===== config.mk =====
export PLATFORM = sky130hd
export DESIGN_NAME = longest_distinct_run_tracker
export DESIGN_NICKNAME = d
export VERILOG_FILES = /design/src/design/ldrt_pkg.sv /design/src/design/ldrt_table.sv /design/src/design/longest_distinct_run_tracker.sv
export SDC_FILE = /design/constraint.sdc
export NUM_CORES = 2
export LEC_CHECK = 0
export BUFFER_PORTS_ARGS = -buffer_cell sky130_fd_sc_hd__buf_2
export CAP_MARGIN = 30
export CORE_MARGIN = 1
export CORE_UTILIZATION = 40
export DETAILED_ROUTE_END_ITERATION = 12
export GPL_TIMING_DRIVEN = 0
export SETUP_SLACK_MARGIN = 0.02
export SYNTH_ARGS = -nofsm -noshare
export SYNTH_HDL_FRONTEND = slang
export SYNTH_MEMORY_MAX_BITS = 65536
export SYNTH_SLANG_ARGS = --single-unit

===== constraint.sdc =====
create_clock -name i_clk -period 21.2 [get_ports i_clk]
set_clock_uncertainty 0.15 [all_clocks]
set_input_delay 3.18 -clock i_clk [delete_from_list [all_inputs] [get_ports i_clk]]
set_output_delay 3.18 -clock i_clk [all_outputs]
set_load 0.1 [all_outputs]

===== src/design/ldrt_pkg.sv =====
package ldrt_pkg;

    // Alphabet and string length limits
    localparam int unsigned ALPHABET_SIZE  = 256;
    localparam int unsigned POSITION_LIMIT = 65536;

    // Field widths
    localparam int unsigned CHAR_W = 8;
    localparam int unsigned OUT_W  = 17;
    localparam int unsigned SLOT_W = (ALPHABET_SIZE > 1) ? $clog2(ALPHABET_SIZE) : 1;
    localparam int unsigned POS_W  = $clog2(POSITION_LIMIT + 1);
    localparam int unsigned NUM_CODES = 1 << CHAR_W;

    typedef logic [SLOT_W-1:0] t_slot;
    typedef logic [POS_W-1:0]  t_pos;
    typedef t_slot             t_slot_tab [NUM_CODES];

    // Byte code to table slot, reduced modulo the alphabet size
    function automatic t_slot_tab build_slot_tab();
        t_slot_tab tab;
        for (int i = 0; i < NUM_CODES; i++) begin
            tab[i] = SLOT_W'(i % ALPHABET_SIZE);
        end
        return tab;
    endfunction

    localparam t_slot_tab SLOT_TAB = build_slot_tab();

    // Write command from the update stage to the position table
    typedef struct packed {
        logic  wr_en;
        logic  clear;
        t_slot slot;
        t_pos  pos;
    } t_tbl_wr;

endpackage


===== src/design/ldrt_table.sv =====
module ldrt_table (
    input  logic                  i_clk,
    input  logic                  i_rst_n,
    input  logic                  i_rd_en,
    input  ldrt_pkg::t_slot       i_rd_slot,
    output ldrt_pkg::t_pos        o_rd_data,
    input  ldrt_pkg::t_slot       i_vld_slot,
    output logic                  o_vld,
    input  ldrt_pkg::t_tbl_wr     i_wr
);

    // Last position + 1 of each byte value; no reset, qualified by valid bits
    ldrt_pkg::t_pos r_mem [ldrt_pkg::ALPHABET_SIZE];
    ldrt_pkg::t_pos r_rd_data;
    logic [ldrt_pkg::ALPHABET_SIZE-1:0] r_vld;

    // Synchronous write port
    always_ff @(posedge i_clk) begin
        if (i_wr.wr_en) begin
            r_mem[i_wr.slot] <= i_wr.pos;
        end
    end

    // Synchronous read port, data held when not enabled
    always_ff @(posedge i_clk) begin
        if (i_rd_en) begin
            r_rd_data <= r_mem[i_rd_slot];
        end
    end

    // Valid bits: cleared at once at reset and at end of string
    always_ff @(posedge i_clk) begin
        if (!i_rst_n || i_wr.clear) begin
            r_vld <= '0;
        end else if (i_wr.wr_en) begin
            r_vld[i_wr.slot] <= 1'b1;
        end
    end

    assign o_rd_data = r_rd_data;
    assign o_vld     = r_vld[i_vld_slot];

endmodule


===== src/design/longest_distinct_run_tracker.sv =====
// Longest repeat-free run tracker. Bytes of a string enter one per transaction, the last one
// flagged; every byte yields one result carrying the current window length and the best
// length so far, with string_done on the final byte, after which all state clears for the
// next string. The block sustains one byte per cycle while the output is not stalled: the
// per-byte position table is read synchronously, then the window update and table write-back
// feed the output register; a write in the cycle of a read to the same byte is forwarded.
// Bytes past the length limit are dropped, flagged by too_long, with zero window.
module longest_distinct_run_tracker (
    input  logic                         i_clk,
    input  logic                         i_rst_n,
    input  logic                         i_in_valid,
    output logic                         o_in_ready,
    input  logic [ldrt_pkg::CHAR_W-1:0]  i_char_code,
    input  logic                         i_last_of_string,
    output logic                         o_out_valid,
    input  logic                         i_out_ready,
    output logic [ldrt_pkg::OUT_W-1:0]   o_best_length,
    output logic [ldrt_pkg::OUT_W-1:0]   o_window_length,
    output logic                         o_string_done,
    output logic                         o_too_long
);

    // Update stage registers
    logic                  r_s1_vld;
    ldrt_pkg::t_slot       r_s1_slot;
    logic                  r_s1_last;
    logic                  r_s1_fwd_hit;
    ldrt_pkg::t_pos        r_s1_fwd_pos;

    // Per-string state
    ldrt_pkg::t_pos        r_pos;
    ldrt_pkg::t_pos        r_win_begin;
    ldrt_pkg::t_pos        r_best;
    logic                  r_ovf;

    // Output register
    logic                        r_out_vld;
    logic [ldrt_pkg::OUT_W-1:0]  r_out_best;
    logic [ldrt_pkg::OUT_W-1:0]  r_out_win;
    logic                        r_out_done;
    logic                        r_out_long;

    logic                  s1_adv;
    logic                  in_acc;
    ldrt_pkg::t_slot       in_slot;
    ldrt_pkg::t_pos        rd_data;
    logic                  tbl_vld;
    ldrt_pkg::t_tbl_wr     tbl_wr;
    logic                  at_limit;
    ldrt_pkg::t_pos        prev;
    ldrt_pkg::t_pos        n_win_begin;
    ldrt_pkg::t_pos        n_pos;
    ldrt_pkg::t_pos        win;
    ldrt_pkg::t_pos        n_best;

    // Handshake
    assign s1_adv     = r_s1_vld && (!r_out_vld || i_out_ready);
    assign o_in_ready = !r_s1_vld || s1_adv;
    assign in_acc     = i_in_valid && o_in_ready;
    assign in_slot    = ldrt_pkg::SLOT_TAB[i_char_code];

    ldrt_table u_table (
        .i_clk      (i_clk),
        .i_rst_n    (i_rst_n),
        .i_rd_en    (in_acc),
        .i_rd_slot  (in_slot),
        .o_rd_data  (rd_data),
        .i_vld_slot (r_s1_slot),
        .o_vld      (tbl_vld),
        .i_wr       (tbl_wr)
    );

    // Window update
    always_comb begin
        at_limit = (r_pos >= ldrt_pkg::POS_W'(ldrt_pkg::POSITION_LIMIT));
        if (!tbl_vld) begin
            prev = '0;
        end else if (r_s1_fwd_hit) begin
            prev = r_s1_fwd_pos;
        end else begin
            prev = rd_data;
        end
        n_win_begin = (prev > r_win_begin) ? prev : r_win_begin;
        n_pos       = r_pos + ldrt_pkg::POS_W'(1);
        win         = n_pos - n_win_begin;
        n_best      = (win > r_best) ? win : r_best;
    end

    // Table write-back
    always_comb begin
        tbl_wr.wr_en = s1_adv && !at_limit;
        tbl_wr.clear = s1_adv && r_s1_last;
        tbl_wr.slot  = r_s1_slot;
        tbl_wr.pos   = n_pos;
    end

    // Read stage: capture request and forwarding from a same-cycle write
    always_ff @(posedge i_clk) begin
        if (!i_rst_n) begin
            r_s1_vld <= 1'b0;
        end else if (o_in_ready) begin
            r_s1_vld <= i_in_valid;
        end
    end

    always_ff @(posedge i_clk) begin
        if (in_acc) begin
            r_s1_slot    <= in_slot;
            r_s1_last    <= i_last_of_string;
            r_s1_fwd_hit <= tbl_wr.wr_en && (r_s1_slot == in_slot);
            r_s1_fwd_pos <= n_pos;
        end
    end

    // Per-string state update
    always_ff @(posedge i_clk) begin
        if (!i_rst_n) begin
            r_pos       <= '0;
            r_win_begin <= '0;
            r_best      <= '0;
            r_ovf       <= 1'b0;
        end else if (s1_adv) begin
            if (r_s1_last) begin
                r_pos       <= '0;
                r_win_begin <= '0;
                r_best      <= '0;
                r_ovf       <= 1'b0;
            end else if (at_limit) begin
                r_ovf <= 1'b1;
            end else begin
                r_pos       <= n_pos;
                r_win_begin <= n_win_begin;
                r_best      <= n_best;
            end
        end
    end

    // Output register
    always_ff @(posedge i_clk) begin
        if (!i_rst_n) begin
            r_out_vld <= 1'b0;
        end else if (s1_adv) begin
            r_out_vld <= 1'b1;
        end else if (i_out_ready) begin
            r_out_vld <= 1'b0;
        end
    end

    always_ff @(posedge i_clk) begin
        if (s1_adv) begin
            r_out_done <= r_s1_last;
            if (at_limit) begin
                r_out_best <= ldrt_pkg::OUT_W'(r_best);
                r_out_win  <= '0;
                r_out_long <= 1'b1;
            end else begin
                r_out_best <= ldrt_pkg::OUT_W'(n_best);
                r_out_win  <= ldrt_pkg::OUT_W'(win);
                r_out_long <= r_ovf;
            end
        end
    end

    assign o_out_valid     = r_out_vld;
    assign o_best_length   = r_out_best;
    assign o_window_length = r_out_win;
    assign o_string_done   = r_out_done;
    assign o_too_long      = r_out_long;

endmodule

==> run_results.csv <==
group,metric,value,unit
run_status,run_status,"finished, final reports clean",
critical_path,cpMostUsedCell,"o21ai_0",
global_route,grt.total_usage,0.222,
logic_synthesis,synth_nets,8172,
routing,wl_per_cell,33.4,um
routing,vias,90500,
logic_synthesis,syn-cell-area,0.182,mm^2
sta,whs,0.308,ns
flow_run,cap_violations,0,
floorplan,std_cell_rows,247,
logic_synthesis,seq_area_frac_synth,0.764,
sta,timing.fmax,81.4,MHz
global_route,grt_pass1_vias,90400,
clock_tree,cts_setup_buffers,0,
layout,final_cell_mix,"edfxtp_1, mux4_2, nor2_1, clkbuf_16, clkbuf_1",
clock_tree,cts-root-buf,"clkbuf_16",
routing,viasPerCell,5.85,
clock_tree,clk_path_buf_depth,4,
floorplan,ios,51,
logic_synthesis,synth.distinct_cells,54,
clock_tree,numClockSinks,4742,
critical_path,slowest_stage,"o21ai_1",
hold_path,worstHoldPathType,"reg2reg",
clock_tree,cts_tree,"done",
routing,dr.pass1.iters,5,
logic_synthesis,synth-main-ff-cell,"edfxtp_1",
floorplan,die-area,0.458,mm^2
sta,period_share,0.579,
power,p_leak,66.0,nW
layout,final_common_cell,"edfxtp_1",
global_route,grt_pass1_wl,716,mm
global_route,antenna_found_initial,43,
clock_tree,numCtsBuffers,462,
place,dp_hpwl,369,mm
power,total_power,19.1,mW
logic_synthesis,synth_edf_count,4432,
logic_synthesis,yosys_warnings,0,
sta,rsz0062_at_grt,"no",
routing,drc,0,
critical_path,critical_path.startpoint_type,"flop",
sta,slew_viol_final,0,
floorplan,initial_core_util,0.402,
layout,area_growth,17.2,%
layout,n_fill_cell,36600,
critical_path,crit_type,"reg2reg",
power,powerDensity,89.6,mW/mm^2
power,vdd_drop_max,0.0794,mV
critical_path,max_stage_delay,0.75,ns
floorplan,die_w,677,um
logic_synthesis,syn_inst,8105,
layout,nets,9147,
floorplan,die-height,677,um
place,place_congestion,0.924,
sta,setup_viol,0,
sta,relSlewSlack,0.310,
clock_tree,cts_hold_buffers,0,
global_route,overflow,0,
clock_tree,ctsResizeCount,0,
layout,drive_gt1_frac,0.324,
routing,routed_wl,517,mm
clock_tree,clock_latency,1.02,ns
place,port_buffers,50,
critical_path,cp_max_fo,10,
logic_synthesis,synth_area_per_cell,22.5,um^2
critical_path,critPathRequiredTime,21.78,ns
logic_synthesis,ys_seq_elements,4742,
clock_tree,cts_max_level,5,
sta,finalHoldViolations,0,
sta,worstMarginPinSlew,1.04,ns
floorplan,core,0.453,mm^2
logic_synthesis,ys_async_sr_fraction,0,
clock_tree,path_clk_slew,0.06,ns
routing,drtIter0Drc,12300,
sta,min_period,12.28,ns
critical_path,arrival,12.86,ns
global_route,grt_start_max_net_pins,139,
routing,antenna_left,0,
critical_path,cp-end-kind,"flop",
[flip-flops by register name, indices dropped and copies added, names as in the netlist, 8 cells and up]
| name | flops |
|---|---|
| u_table.r_vld | 256 |
| r_s1_slot | 8 |
| o_window_length | 17 |
| r_win_begin | 17 |
| r_best | 17 |
| r_s1_fwd_pos | 17 |
| u_table.r_mem | 4352 |
| o_best_length | 17 |
| u_table.o_rd_data | 17 |
| r_pos | 17 |
[synthesized netlist by cell type, types with 3 or more instances]
master    count  area, um^2
a21o_1       16         120
o211ai_1      4        30.0
xnor2_1      18         158
nand3_1      30         150
nand2_1      57         214
nand4b_1      3        26.3
clkbuf_1    275        1030
buf_2        91         455
nand4_1       9        56.3
o21ai_0      26         130
mux2_2       16         180
nand2b_1      6        37.5
nor3_1       29         145
o21ai_1       3        15.0
nor2b_1      14        87.6
a311oi_1      5        43.8
a22oi_1      71         533
ha_1         53         663
xor2_1       15         131
nor2_1      744        2790
dfxtp_1     310        6210
nor4_1        5        31.3
nand3b_1      6        45.0
inv_1        52         195
o31ai_1       3        22.5
edfxtp_1   4432      133000
a21oi_1      59         295
or2_2         5        31.3
buf_1        58         218
buf_4        14         105
o21a_1       71         533
mux2i_1      68         681
mux4_2     1485       33400
and3_1        7        43.8
and2_1       19         119
[worst max-delay path, delay by kind of cell, from the launching register on]
kind	cells	cell delay (ns)
AO/OA/AOI/OAI	20	4.72
buffers and inverters	8	2.88
AND/OR/NAND/NOR	11	2.32
adder cells (fa/ha/maj)	4	1.34
flip-flops	1	0.33
multiplexers	1	0.27
[metrics by stage]
stage           util  setup WS [ns]  instance area [um^2]   TNS, ns  cells
3_5_place_dp   0.439           9.04                199000         0  14600
6_report       0.472           8.92                214000         0  15500
4_1_cts        0.471           8.95                213000         0  15400
2_1_floorplan      -           5.60                182000         0   8105
3_3_place_gp   0.419          -8.42                190000  -6814.12  14100
5_1_grt        0.472           8.26                214000         0  15400
[path summary, 6_finish.rpt]
| kind | startpoint | end | slack [ns] | cells after the start |
|---|---|---|---|---|
| worst max-delay path | r_s1_slot[1] | o_best_length[11] | 8.92 | 44 |
| worst min-delay path | r_best[16] | r_best[16] | 0.31 | 2 |
| worst max register to register | r_s1_slot[1] | o_best_length[11] | 8.92 | 44 |
| worst min register to register | r_best[16] | r_best[16] | 0.31 | 2 |
[area by class of cell]
class	count	area, um^2	area share
flip-flops and latches	4742	139000	0.652
multi-input cells	2871	42100	0.197
clock buffers	577	12200	0.0569
repair buffers	511	8090	0.0379
well taps	5976	7480	0.0350
clock inverters	274	2440	0.0114
plain buffers	439	1860	0.00873
inverters	53	206	0.000966
diodes	17	42.5	0.000199
[layer usage]
| layer | vias up | wire, um | part of all wire | GRT usage |
|---|---|---|---|---|
| li1 | 36100 | - | - | - |
| met1 | 49100 | 205000 | 0.40 | 0.306 |
| met2 | 4458 | 246000 | 0.48 | 0.356 |
| met3 | 826 | 45000 | 0.087 | 0.0415 |
| met4 | 12 | 20700 | 0.040 | 0.0771 |
| met5 | - | 80 | 0.00015 | 0 |
[cells by family after synthesis]
| kind of cell | count (synthesis) | share of synthesized area |
|---|---|---|
| fa+ha+maj | 54 | 0.00375 |
| compound gates | 274 | 0.0102 |
| buf+inv | 492 | 0.0111 |
| mux | 1569 | 0.188 |
| simple gates | 941 | 0.0210 |
| flops | 4742 | 0.764 |
| xor+xnor | 33 | 0.00159 |
[power by group]
part           switching, mW  internal [mW]
combinational          0.672          0.333
sequential            0.0122           10.1
clock                   3.54           4.44
(Power assumes the default switching activity.)
